==> src/spi_power_manager_registers_macros.svh <==
// Assertion macros shared by the power manager register block.
`ifndef SPI_POWER_MANAGER_REGISTERS_MACROS_SVH
`define SPI_POWER_MANAGER_REGISTERS_MACROS_SVH

`ifndef SYNTHESIS

`define SPM_ASSERT_NOW(label, clk, rst, cond, expr) \
   label: assert property (@(posedge clk) disable iff (rst) (cond) |-> (expr)) \
      else $error("Power manager assertion failed.");

`define SPM_ASSERT_NEXT(label, clk, rst, cond, expr) \
   label: assert property (@(posedge clk) disable iff (rst) (cond) |=> (expr)) \
      else $error("Power manager assertion failed.");

`else

`define SPM_ASSERT_NOW(label, clk, rst, cond, expr)

`define SPM_ASSERT_NEXT(label, clk, rst, cond, expr)

`endif

`endif

==> src/spm_pkg.sv <==
// Types and constants of the power manager register block.
package spm_pkg;

   typedef struct packed {
      logic [7:0] data_byte;
      logic       chip_select;
      logic       battery_status;
      logic       external_power;
   } req_word_type;

   typedef struct packed {
      logic [7:0] read_byte;
      logic       shutdown;
   } rsp_word_type;

   localparam logic [7:0] CMD_MASK_ORIG = 8'h83;
   localparam logic [7:0] CMD_MASK_LITE = 8'h87;
   localparam logic [6:0] PWR_MASK_ORIG = 7'h7F;
   localparam logic [6:0] PWR_MASK_LITE = 7'h7D;
   localparam int         SHUTDOWN_BIT  = 6;

   localparam logic [7:0] CMD_POWER_WR  = 8'h00;
   localparam logic [7:0] CMD_POWER_RD  = 8'h80;
   localparam logic [7:0] CMD_BATT_RD   = 8'h81;
   localparam logic [7:0] CMD_MIC_EN_WR = 8'h02;
   localparam logic [7:0] CMD_MIC_EN_RD = 8'h82;
   localparam logic [7:0] CMD_GAIN_WR   = 8'h03;
   localparam logic [7:0] CMD_GAIN_RD   = 8'h83;
   localparam logic [7:0] CMD_BL_WR     = 8'h04;
   localparam logic [7:0] CMD_BL_RD     = 8'h84;

   localparam logic [1:0] COUNT_COMMAND = 2'd1;
   localparam logic [1:0] COUNT_MAX     = 2'd2;

endpackage

==> src/spm_in_reg.sv <==
// Input register of the power manager register block.
module spm_in_reg (
   input  logic                 clock,
   input  logic                 reset,
   input  logic                 req_valid,
   output logic                 req_stall,
   input  spm_pkg::req_word_type req_word,
   input  logic                 out_free,
   output logic                 in_valid,
   output spm_pkg::req_word_type in_word
);

   logic                  valid_ff;
   logic                  valid_in;
   spm_pkg::req_word_type word_ff;
   spm_pkg::req_word_type word_in;
   logic                  accept;

   assign req_stall = valid_ff && !out_free;
   assign accept    = req_valid && !req_stall;
   assign valid_in  = accept || (valid_ff && !out_free);
   assign word_in   = accept ? req_word : word_ff;
   assign in_valid  = valid_ff;
   assign in_word   = word_ff;

   always_ff @(posedge clock) begin
      if (reset) begin
         valid_ff <= 1'b0;
      end else begin
         valid_ff <= valid_in;
      end
      word_ff <= word_in;
   end

endmodule

==> src/spm_access.sv <==
// Register state, command decode and result register of the power manager.
`include "spi_power_manager_registers_macros.svh"

module spm_access (
   input  logic                  clock,
   input  logic                  reset,
   input  logic                  console_model,
   input  logic                  in_valid,
   input  spm_pkg::req_word_type in_word,
   output logic                  out_free,
   output logic                  rsp_valid,
   input  logic                  rsp_stall,
   output spm_pkg::rsp_word_type rsp_word
);

   logic [7:0]            command_ff;
   logic [7:0]            command_in;
   logic [1:0]            count_ff;
   logic [1:0]            count_in;
   logic                  held_ff;
   logic                  held_in;
   logic [6:0]            power_ff;
   logic [6:0]            power_in;
   logic                  mic_en_ff;
   logic                  mic_en_in;
   logic [1:0]            gain_ff;
   logic [1:0]            gain_in;
   logic [2:0]            bl_ff;
   logic [2:0]            bl_in;
   logic                  out_valid_ff;
   logic                  out_valid_in;
   spm_pkg::rsp_word_type out_word_ff;
   spm_pkg::rsp_word_type out_word_in;
   spm_pkg::rsp_word_type result;
   logic                  advance;
   logic [7:0]            cmd;
   logic [3:0]            bl_read;

   assign out_free     = !out_valid_ff || !rsp_stall;
   assign advance      = in_valid && out_free;
   assign out_valid_in = advance || (out_valid_ff && rsp_stall);
   assign out_word_in  = advance ? result : out_word_ff;
   assign rsp_valid    = out_valid_ff;
   assign rsp_word     = out_word_ff;

   always_comb begin
      cmd = command_ff;
      if (console_model && (command_ff[6:2] == 5'b00001)) begin
         cmd = {command_ff[7], 7'h04};
      end
      bl_read = {in_word.external_power, bl_ff};
      if (bl_ff[2] && in_word.external_power) begin
         bl_read[1:0] = 2'b11;
      end
   end

   always_comb begin
      command_in       = command_ff;
      count_in         = count_ff;
      power_in         = power_ff;
      mic_en_in        = mic_en_ff;
      gain_in          = gain_ff;
      bl_in            = bl_ff;
      held_in          = in_word.chip_select;
      result.read_byte = 8'h00;
      result.shutdown  = 1'b0;
      if (!held_ff) begin
         command_in = in_word.data_byte &
            (console_model ? spm_pkg::CMD_MASK_LITE : spm_pkg::CMD_MASK_ORIG);
         count_in = spm_pkg::COUNT_COMMAND;
      end else begin
         if (count_ff == spm_pkg::COUNT_COMMAND) begin
            unique case (cmd)
               spm_pkg::CMD_POWER_WR: begin
                  power_in = in_word.data_byte[6:0] &
                     (console_model ? spm_pkg::PWR_MASK_LITE : spm_pkg::PWR_MASK_ORIG);
                  result.shutdown = in_word.data_byte[spm_pkg::SHUTDOWN_BIT];
               end
               spm_pkg::CMD_POWER_RD:  result.read_byte = {1'b0, power_ff};
               spm_pkg::CMD_BATT_RD:   result.read_byte = {7'b0, in_word.battery_status};
               spm_pkg::CMD_MIC_EN_WR: mic_en_in = in_word.data_byte[0];
               spm_pkg::CMD_MIC_EN_RD: result.read_byte = {7'b0, mic_en_ff};
               spm_pkg::CMD_GAIN_WR:   gain_in = in_word.data_byte[1:0];
               spm_pkg::CMD_GAIN_RD:   result.read_byte = {6'b0, gain_ff};
               spm_pkg::CMD_BL_WR:     bl_in = in_word.data_byte[2:0];
               spm_pkg::CMD_BL_RD:     result.read_byte = {4'b0, bl_read};
               default: ;
            endcase
         end
         if (count_ff < spm_pkg::COUNT_MAX) begin
            count_in = count_ff + 2'd1;
         end
      end
   end

   always_ff @(posedge clock) begin
      if (reset) begin
         command_ff   <= 8'h00;
         count_ff     <= 2'd0;
         held_ff      <= 1'b0;
         power_ff     <= 7'h00;
         mic_en_ff    <= 1'b0;
         gain_ff      <= 2'd0;
         bl_ff        <= 3'd0;
         out_valid_ff <= 1'b0;
      end else begin
         if (advance) begin
            command_ff <= command_in;
            count_ff   <= count_in;
            held_ff    <= held_in;
            power_ff   <= power_in;
            mic_en_ff  <= mic_en_in;
            gain_ff    <= gain_in;
            bl_ff      <= bl_in;
         end
         out_valid_ff <= out_valid_in;
      end
      out_word_ff <= out_word_in;
   end

   `SPM_ASSERT_NOW(a_count_saturates, clock, reset, 1'b1, count_ff <= spm_pkg::COUNT_MAX)
   `SPM_ASSERT_NOW(a_held_has_command, clock, reset, held_ff, count_ff != 2'd0)
   `SPM_ASSERT_NOW(a_shutdown_no_data, clock, reset, out_valid_ff && out_word_ff.shutdown,
      out_word_ff.read_byte == 8'h00)
   `SPM_ASSERT_NEXT(a_advance_fills, clock, reset, advance, out_valid_ff)

endmodule

==> src/spi_power_manager_registers.sv <==
// Top level of the power manager register block on a byte-serial bus.
// Each word is one bus byte and gives one result word. An accepted word is registered in the
// input register, then decoded in the access stage, and its result word is registered in the result register;
// one word is accepted every cycle unless a stalled response holds the result register.
module spi_power_manager_registers (
   input  logic                  clock,
   input  logic                  reset,
   input  logic                  req_valid,
   output logic                  req_stall,
   input  spm_pkg::req_word_type req_word,
   output logic                  rsp_valid,
   input  logic                  rsp_stall,
   output spm_pkg::rsp_word_type rsp_word,
   input  logic                  csr_write_enable,
   input  logic                  csr_write_data
);

   logic                  console_model_ff;
   logic                  console_model_in;
   logic                  out_free;
   logic                  in_valid;
   spm_pkg::req_word_type in_word;

   assign console_model_in = csr_write_enable ? csr_write_data : console_model_ff;

   always_ff @(posedge clock) begin
      if (reset) begin
         console_model_ff <= 1'b0;
      end else begin
         console_model_ff <= console_model_in;
      end
   end

   spm_in_reg u_in_reg (
      .clock     (clock),
      .reset     (reset),
      .req_valid (req_valid),
      .req_stall (req_stall),
      .req_word  (req_word),
      .out_free  (out_free),
      .in_valid  (in_valid),
      .in_word   (in_word)
   );

   spm_access u_access (
      .clock         (clock),
      .reset         (reset),
      .console_model (console_model_ff),
      .in_valid      (in_valid),
      .in_word       (in_word),
      .out_free      (out_free),
      .rsp_valid     (rsp_valid),
      .rsp_stall     (rsp_stall),
      .rsp_word      (rsp_word)
   );

endmodule
==> config.mk <==
export PLATFORM = sky130hd
export DESIGN_NAME = spi_power_manager_registers
export DESIGN_NICKNAME = d
export VERILOG_FILES = /design/src/spm_pkg.sv /design/src/spm_in_reg.sv /design/src/spm_access.sv /design/src/spi_power_manager_registers.sv
export VERILOG_INCLUDE_DIRS = /design/src /design/src/src
export SDC_FILE = /design/constraint.sdc
export NUM_CORES = 1
export LEC_CHECK = 0
export BUFFER_PORTS_ARGS = -buffer_cell sky130_fd_sc_hd__clkbuf_2
export CORE_UTILIZATION = 25
export DETAILED_ROUTE_END_ITERATION = 16
export PLACE_DENSITY_LB_ADDON = 0.25
export SETUP_SLACK_MARGIN = 0.05
export SLEW_MARGIN = 20
export SYNTH_ARGS = -nofsm -noshare
export SYNTH_HDL_FRONTEND = slang
export SYNTH_SLANG_ARGS = --single-unit
==> constraint.sdc <==
create_clock -name clock -period 2.6 [get_ports clock]
set_clock_uncertainty 0.05 [all_clocks]
set_input_delay 0.39 -clock clock [delete_from_list [all_inputs] [get_ports clock]]
set_output_delay 0.39 -clock clock [all_outputs]
set_load 0.1 [all_outputs]
; ---- Word level (Yosys, flattened, before mapping)
; Index checks and enable logic that the tools add are counted.
[classes]
addsub = 1
n_eq_ne = 11
magnitude_cmp = 1
bitwise = 3
mux = 7
n_reduce_logical = 22
[op_table]
columns = operator, count
row1 = "equality test 8 bit, second input constant", 5
row2 = one-hot mux 7 bit (5 select lines), 1
row3 = "equality test 8 x 2 -> 1 bit, second input constant", 2
row4 = AND reduction 4 bit, 4
row5 = bitwise AND 8 bit, 1
row6 = "equality test 8 x 3 -> 1 bit, second input constant", 1
row7 = zero test 8 bit, 1
row8 = two-way mux 2 bit, 4
row9 = bitwise AND 7 bit, 1
row10 = two-way mux 7 bit, 1
row11 = logical AND 1 bit, 6
row12 = AND reduction 2 bit, 3
row13 = "equality test 5 x 1 -> 1 bit, second input constant", 1
row14 = zero test 1 bit, 4
row15 = logical OR 1 bit, 3
row16 = two-way mux 3 bit, 1
row17 = AND reduction 3 bit, 1
row18 = "adder 2 x 1 -> 2 bit, second input constant", 1
row19 = "equality test 2 x 1 -> 1 bit, second input constant", 1
row20 = "less-than comparator 2 bit, second input constant", 1
row21 = "!= test 2 bit, second input constant", 1
row22 = inverter 1 bit, 1
[totals]
ff_bits = 47
output_inout_bits = 11

; ---- Longest topological paths before layout
; Gate-level depths: netlist of run 1.
[depth]
word_depth = 7
mapped_depth = 6
mapped_depth_nobuf = 5

; ---- By module
; A second synthesis of run 1 with hierarchy kept.
[hier_totals]
hier_cells = 158
area_unflattened_um2 = 1824.2
[by_module_without_submodules]
columns = mod, seq_area_each_um2, cells_each, instances, area_per_inst_um2
row1 = spm_access, 660.6, 140, 1, 1410.1
row2 = spm_in_reg, 350.3, 15, 1, 380.4
row3 = spi_power_manager_registers, 20.0, 3, 1, 33.8

; ---- Worst setup path before layout of run 1
; No wires, ideal clock.
[synth_timing]
path_type = register to register
startpoint = register u_access.out_valid_ff, in the netlist u_access.rsp_valid
endpoint = register u_in_reg.word_ff (netlist bit u_in_reg.in_word[0]), enable pin
n_path_buf = 0
stages_incl_launch_ff = 3
setup_slack_ps = -107
required_ps = 2196
setup_ps = 354
arrival_ps = 2303
period_less_slack_ps = 2707
path_cell_list = dfxtp_1 and3_1 nor2b_1
[synth_via]
elab_chain_len = 6
[synth_rtl]
columns = item, line
row1 = start: declaration, spm_access.sv:30  ; logic out_valid_ff;
row2 = start signal: assignment, spm_access.sv:116  ; out_valid_ff <= out_valid_in;
row3 = zero test 1 bit, spm_access.sv:39  ; assign out_free = !out_valid_ff || !rsp_stall;
row4 = logical OR 1 bit, spm_access.sv:39
row5 = zero test 1 bit, spm_in_reg.sv:19  ; assign req_stall = valid_ff && !out_free;
row6 = logical AND 1 bit, spm_in_reg.sv:19
row7 = net req_stall, spi_power_manager_registers.sv:9  ; output logic req_stall,
row8 = zero test 1 bit, spm_in_reg.sv:20  ; assign accept = req_valid && !req_stall;
row9 = logical AND 1 bit, spm_in_reg.sv:20
row10 = net u_in_reg.accept, spm_in_reg.sv:17  ; logic accept;
row11 = end signal: assignment, spm_in_reg.sv:32  ; word_ff <= word_in;
row12 = end: declaration, spm_in_reg.sv:15  ; spm_pkg::req_word_type word_ff;
; The timed path passes the listed nets, and every way through them passes these cells.
; A chain may end at the register's enable or synchronous reset.

; ---- Worst setup path after layout of run 1
[layout_timing]
startpoint = register u_access.out_valid_ff, in the netlist u_access.rsp_valid
endpoint = output req_stall
[layout_via]
elab_chain_len = 4
[layout_rtl]
columns = item, line
row1 = zero test 1 bit, spm_access.sv:39
row2 = logical OR 1 bit, spm_access.sv:39
row3 = zero test 1 bit, spm_in_reg.sv:19
row4 = logical AND 1 bit, spm_in_reg.sv:19
row5 = end: declaration, spi_power_manager_registers.sv:9
; Every way passes these cells.

==> results_dict.tcl, run 1 <==
set metrics [dict create \
    critPathKind "reg2out" \
    slew_headroom_pct 64.0 \
    period_needed_ns 1.77 \
    p_switching_uw 332 \
    io_pins 28 \
    utilization_pct 30.3 \
    diodes 0 \
    synth-compound-area-share_pct 7.99 \
    worst_ep_required_time_ns 2.16 \
    clockPowerShare_pct 32.7 \
    drtAntennaViolNets 0 \
    portBuffers 26 \
    report.final.slew_viol_count 0 \
    worstPathCellList "and3_2 -> clkbuf_2" \
    track_usage_pct 9.97 \
    worstSkewPairLatency_ns 0.29 \
    synth_top_family_by_area "simple AND/OR/NAND/NOR gates" \
    worstHoldPathType "in2reg" \
    ys_ff_latch 42 \
    initial_core_util_pct 26.3 \
    cts_resized 0 \
    grt_antenna_before_repair 0 \
    fp.dieH_um 87.2 \
    area_growth_pct 15.3 \
    critPathMaxStageDelay_ns 0.46 \
    tightest_slew_ns 0.542 \
    hold_path_depth 1 \
    cts_sinks 42 \
    rsz0062_at_grt "no" \
    cts_made_buffers 5 \
    startpoint_type "flip-flop" \
    cts.htree.levels 2 \
    setup_viol 0 \
    fin_total_pwr_mw 1.26 \
    synth-edff-count 19 \
    arrival_ns 1.33 \
    die_area_um2 7610 \
    fp-row-count 30 \
    status "finished, final reports clean" \
    drv_cap 0 \
    dr.pass1.iters 4 \
    synthMuxAreaShare_pct 10.1 \
    core_um2 6910 \
    yosysTopAreaCell "edfxtp_1" \
    dp.final_hpwl_um 2250 \
    drtIter0Drc 43 \
    wirelength_um 3320 \
    slowest_stage "clkbuf_2" \
    drc 0 \
    synth-simple-area-share_pct 20.0 \
    cp-end-kind "output pin" \
    syn_inst 156 \
    seq_power_share_pct 57.8 \
    fmax_mhz 564 \
    cts-root-buf "clkbuf_8" \
    dp_cells 269 \
    nFillCells 761 \
    power_frac_comb_pct 9.5 \
    yosys-top-cells-area "edfxtp_1 31%, dfxtp_1 25%, mux2i_1 8.8%" \
    finalSetupTns_ns 0 \
    swShare_pct 26.3 \
    nNetsFinal 198 \
    synth_xor_area_share_pct 0 \
    pwr_density_cell_nw_per_um2 603 \
    chipWidth_um 87.2 \
    vias 1165 \
    syn_area_per_cell_um2 11.6 \
    hold_violations 0 \
    worstPathMaxFanout 4 \
    post_drt_via_cell_ratio 4.21 \
    synthDistinctLibCells 38 \
    grt_pass1_vias 1126 \
    hold_buffers 0 \
    grt_overflow 0 \
    tritoncts "done" \
    p_leak_nw 0.794 \
    ys_async_sr_fraction_pct 0 \
    synth_common_cells "23 x dfxtp_1, 22 x nand2b_1, 19 x edfxtp_1" \
    clk_path_buf_depth 2 \
    path_clk_slew_ns 0.08 \
    vdd_drop_max_mv 0.147 \
    period_share_pct 68.2 \
    gp_congestion 0.757 \
    synth_most_common_cell "dfxtp_1" \
    routedWlPerCell_um 12.0 \
    grt_max_degree 32 \
    yosysWarnings 0 \
    synth_fa_ha_area_share_pct 0.689 \
    ys_seq_area_share_pct 56.7 \
    synth_nets 174 \
    layout-drive-gt1-share_pct 22.7 \
    place_area_um2 2010 \
    instances_no_fill 277 \
    cts_setup_buffers 0 \
    final_area_um2 2090 \
    grt_pass1_wl_um 5600 \
    internal_power_uw 931 \
    ff2ff_path_depth 4 \
    syn_area_um2 1820 \
    yosysTopAreaCellShare_pct 31.4 \
    synth_flop_cell "dfxtp_1" \
]
-- routing by layer --
| layer | global-route usage [%] | routed length (um) |
|---|---|---|
| met1 | 13.4 | 1670 |
| met2 | 14.4 | 1460 |
| met3 | 2.84 | 119 |
| met4 | 5.37 | 79 |
| met5 | 0 | 0 |
-- power by group through the flow --
stage	combinational, mW	clock [mW]	sequential [mW]
detailed placement	0.122	0	0.746
CTS	0.122	0.430	0.731
global route	0.130	0.458	0.735
floorplan	0.0601	0	0.778
finish	0.120	0.413	0.730
global placement	0.121	0	0.746
-- flip-flops by register name (all words and copies together), names as in the netlist, 2 cells and up --
name and flops:
u_access.command_ff 4, u_in_reg.in_word 11, u_access.power_ff 7, u_access.gain_ff 2
u_access.count_ff 2, u_access.bl_ff 3, u_access.rsp_word 8
-- critical path, delay by kind of cell, from the launching register on --
kind                   cells  cell delay [ns]
flip-flops                 1             0.37
AND/OR/NAND/NOR            1             0.21
buffers and inverters      1             0.46
-- layout make-up --
cell class / instances / area [um^2] / share of cell area (%)
timing repair buffer: 27 / 138 / 6.57
multi-input combinational: 101 / 709 / 33.9
sequential: 42 / 1030 / 49.2
inverter: 3 / 11.3 / 0.538
clock inverter: 3 / 16.3 / 0.777
tap: 96 / 120 / 5.73
clock buffer: 5 / 68.8 / 3.29
-- path summary, 6_finish.rpt --
check	startpoint	end	slack (ns)
worst min register to register	u_access.power_ff[6]$_SDFFE_PP0P_	u_access.power_ff[6]$_SDFFE_PP0P_	0.42
worst max register to register	u_in_reg.in_valid$_SDFF_PP0_	u_access.power_ff[5]$_SDFFE_PP0P_	1.00
worst min-delay path	req_word[4]	u_in_reg.in_word[4]$_DFFE_PP_	0.21
worst max-delay path	u_access.rsp_valid$_SDFF_PP0_	req_stall	0.83
-- per-stage QoR --
stage	setup WS (ns)	hold WS (ns)
after CTS	0.809	0.205
after detailed placement	0.877	0.410
after floorplan	0.287	0.392
after global placement	0.916	0.407
after global routing	0.764	0.202
final	0.828	0.214
-- cells in the final DEF (no fill, tap or decap), drive strengths merged, types with 3 or more instances in the layout --
cell type,netlist,routed
and3,5,5
clkbuf,5,31
edfxtp,19,19
a21oi,8,8
o21ai,6,6
nand3b,3,3
nand2,4,4
and2,4,4
nand2b,22,22
dfxtp,23,23
mux2i,16,16
nor2,10,10
inv,3,3
-- cells by family after synthesis --
group	after synthesis
AO/OA/AOI/OAI	23
adder cells (fa/ha/maj)	1
other	1
multiplexers	17
buffers and inverters	13
AND/OR/NAND/NOR	59
flip-flops	42
Note: power is estimated with default switching activity, not from simulation.
==> run 2: changes to the inputs <==
Clock period 2.6 ns to 1.7 ns, I/O delays scaled along.
==> run 2 against run 1 <==
  * Hold slack worse by 0.13 ns
  * Final area rose by 3.2%
  * Die area is the same
  * Critical path depth increased by 2
  * Final cell count grew 1.4%
==> results_dict.tcl, run 2 (synthesis gave the netlist of run 1 again) <==
set metrics [dict create \
    routedWlPerCell_um 12.5 \
    drv_cap 0 \
    nFillCells 738 \
    vias 1195 \
    cts_made_buffers 5 \
    io_pins 28 \
    diodes 0 \
    tightest_slew_ns 0.545 \
    track_usage_pct 10.2 \
    grt_overflow 0 \
    arrival_ns 1.69 \
    grt_antenna_before_repair 0 \
    worstSkewPairLatency_ns 0.29 \
    final_area_um2 2160 \
    period_share_pct 88.7 \
    area_growth_pct 18.9 \
    instances_no_fill 281 \
    clk_path_buf_depth 2 \
    vdd_drop_max_mv 0.362 \
    initial_core_util_pct 26.3 \
    drtIter0Drc 87 \
    cp-startpoint "u_in_reg.in_valid$_SDFF_PP0_" \
    worstHoldPathType "in2reg" \
    ff2ff_path_depth 4 \
    largest_reg_flops 11 \
    critPathKind "reg2reg" \
    core_um2 6910 \
    status "finished, final reports clean" \
    tritoncts "done" \
    timing.rr.start "u_in_reg.in_valid$_SDFF_PP0_" \
    worst_ep_required_time_ns 1.88 \
    drtAntennaViolNets 0 \
    grt_pass1_wl_um 5660 \
    drc 0 \
    dp_cells 273 \
    grt_pass1_vias 1091 \
    finalSetupTns_ns 0 \
    p_leak_nw 0.832 \
    r2r_slack_ns 0.19 \
    endpoint "u_access.power_ff[6]$_SDFFE_PP0P_" \
    pwr_density_cell_nw_per_um2 962 \
    die_area_um2 7610 \
    fp.dieH_um 87.2 \
    rsz0062_at_grt "no" \
    cts_setup_buffers 0 \
    cts_sinks 42 \
    startpoint_type "flip-flop" \
    chipWidth_um 87.2 \
    cts.htree.levels 2 \
    dp_worst_setup_slack_ns 0.192 \
    final_cell_mix "25 x clkbuf_2, 22 x nand2b_1, 22 x dfxtp_1, 19 x edfxtp_1, 16 x mux2i_1" \
    period_needed_ns 1.51 \
    grt_max_degree 23 \
    post_drt_via_cell_ratio 4.25 \
    cts_resized 0 \
    report.final.slew_viol_count 0 \
    hold_violations 0 \
    layout-drive-gt1-share_pct 25.9 \
    cts-root-buf "clkbuf_8" \
    fp-row-count 30 \
    fmax_mhz 663 \
    dr.pass1.iters 4 \
    path_clk_slew_ns 0.08 \
    portBuffers 26 \
    r2r_end "u_access.power_ff[6]$_SDFFE_PP0P_" \
    setup_viol 0 \
    slew_headroom_pct 63.8 \
    final_common_cell "clkbuf_2" \
    hold_buffers 0 \
    wirelength_um 3520 \
    dp.final_hpwl_um 2560 \
    cp-end-kind "flip-flop" \
    gp_congestion 0.744 \
    fin_ws_ns 0.191 \
    nNetsFinal 202 \
    place_area_um2 2050 \
    worstPathMaxFanout 12 \
]
-- run 2: cell type report --
cell class / instances / area [um^2] / share of cell area (%)
sequential: 42 / 1030 / 47.9
multi-input combinational: 101 / 716 / 33.1
clock buffer: 5 / 68.8 / 3.18
inverter: 3 / 11.3 / 0.521
clock inverter: 3 / 40.0 / 1.85
timing repair buffer: 31 / 170 / 7.87
tap: 96 / 120 / 5.56
-- run 2: report_power, final --
| group | leakage, nW | switching (mW) | internal (mW) |
|---|---|---|---|
| logic | 0.403 | 0.139 | 0.0588 |
| clock network | 0.0579 | 0.335 | 0.432 |
| registers | 0.371 | 0.0254 | 1.09 |
| total | 0.832 | 0.499 | 1.58 |
-- run 2: worst min-delay path by stage --
stage | cells after the start | slack (ns) | from | endpoint
2_1_floorplan | 0 | 0.30 | req_word[0] | u_in_reg.in_word[0]$_DFFE_PP_
3_3_place_gp | 1 | 0.38 | req_word[1] | u_in_reg.in_word[1]$_DFFE_PP_
3_5_place_dp | 1 | 0.38 | req_word[4] | u_in_reg.in_word[4]$_DFFE_PP_
4_1_cts | 1 | 0.07 | req_word[9] | u_in_reg.in_word[9]$_DFFE_PP_
5_1_grt | 1 | 0.06 | req_word[9] | u_in_reg.in_word[9]$_DFFE_PP_
6_report | 1 | 0.08 | req_word[9] | u_in_reg.in_word[9]$_DFFE_PP_
-- run 2: routing by layer --
| metal | vias up | global-route usage [%] | wire (um) |
|---|---|---|---|
| met5 | - | 0 | 0 |
| met2 | 27 | 14.5 | 1550 |
| met3 | 4 | 2.94 | 106 |
| met4 | 0 | 4.92 | 58 |
| met1 | 561 | 14.2 | 1810 |
| li1 | 603 | - | - |
-- run 2: worst max-delay path, stage by stage, from the launching register on --
cell     delay [ns]
dfxtp_1        0.35
a21bo_2        0.30
inv_2          0.22
and3_4         0.32
mux2i_1        0.20
-- run 2: per-stage QoR --
step,util (%),hold slack (ns),total power [mW]
2_1_floorplan,-,0.304,1.28
3_3_place_gp,29.7,0.383,1.34
3_5_place_dp,29.7,0.385,1.34
4_1_cts,31.3,0.0744,2.11
5_1_grt,31.3,0.0641,2.18
6_report,31.3,0.0816,2.08
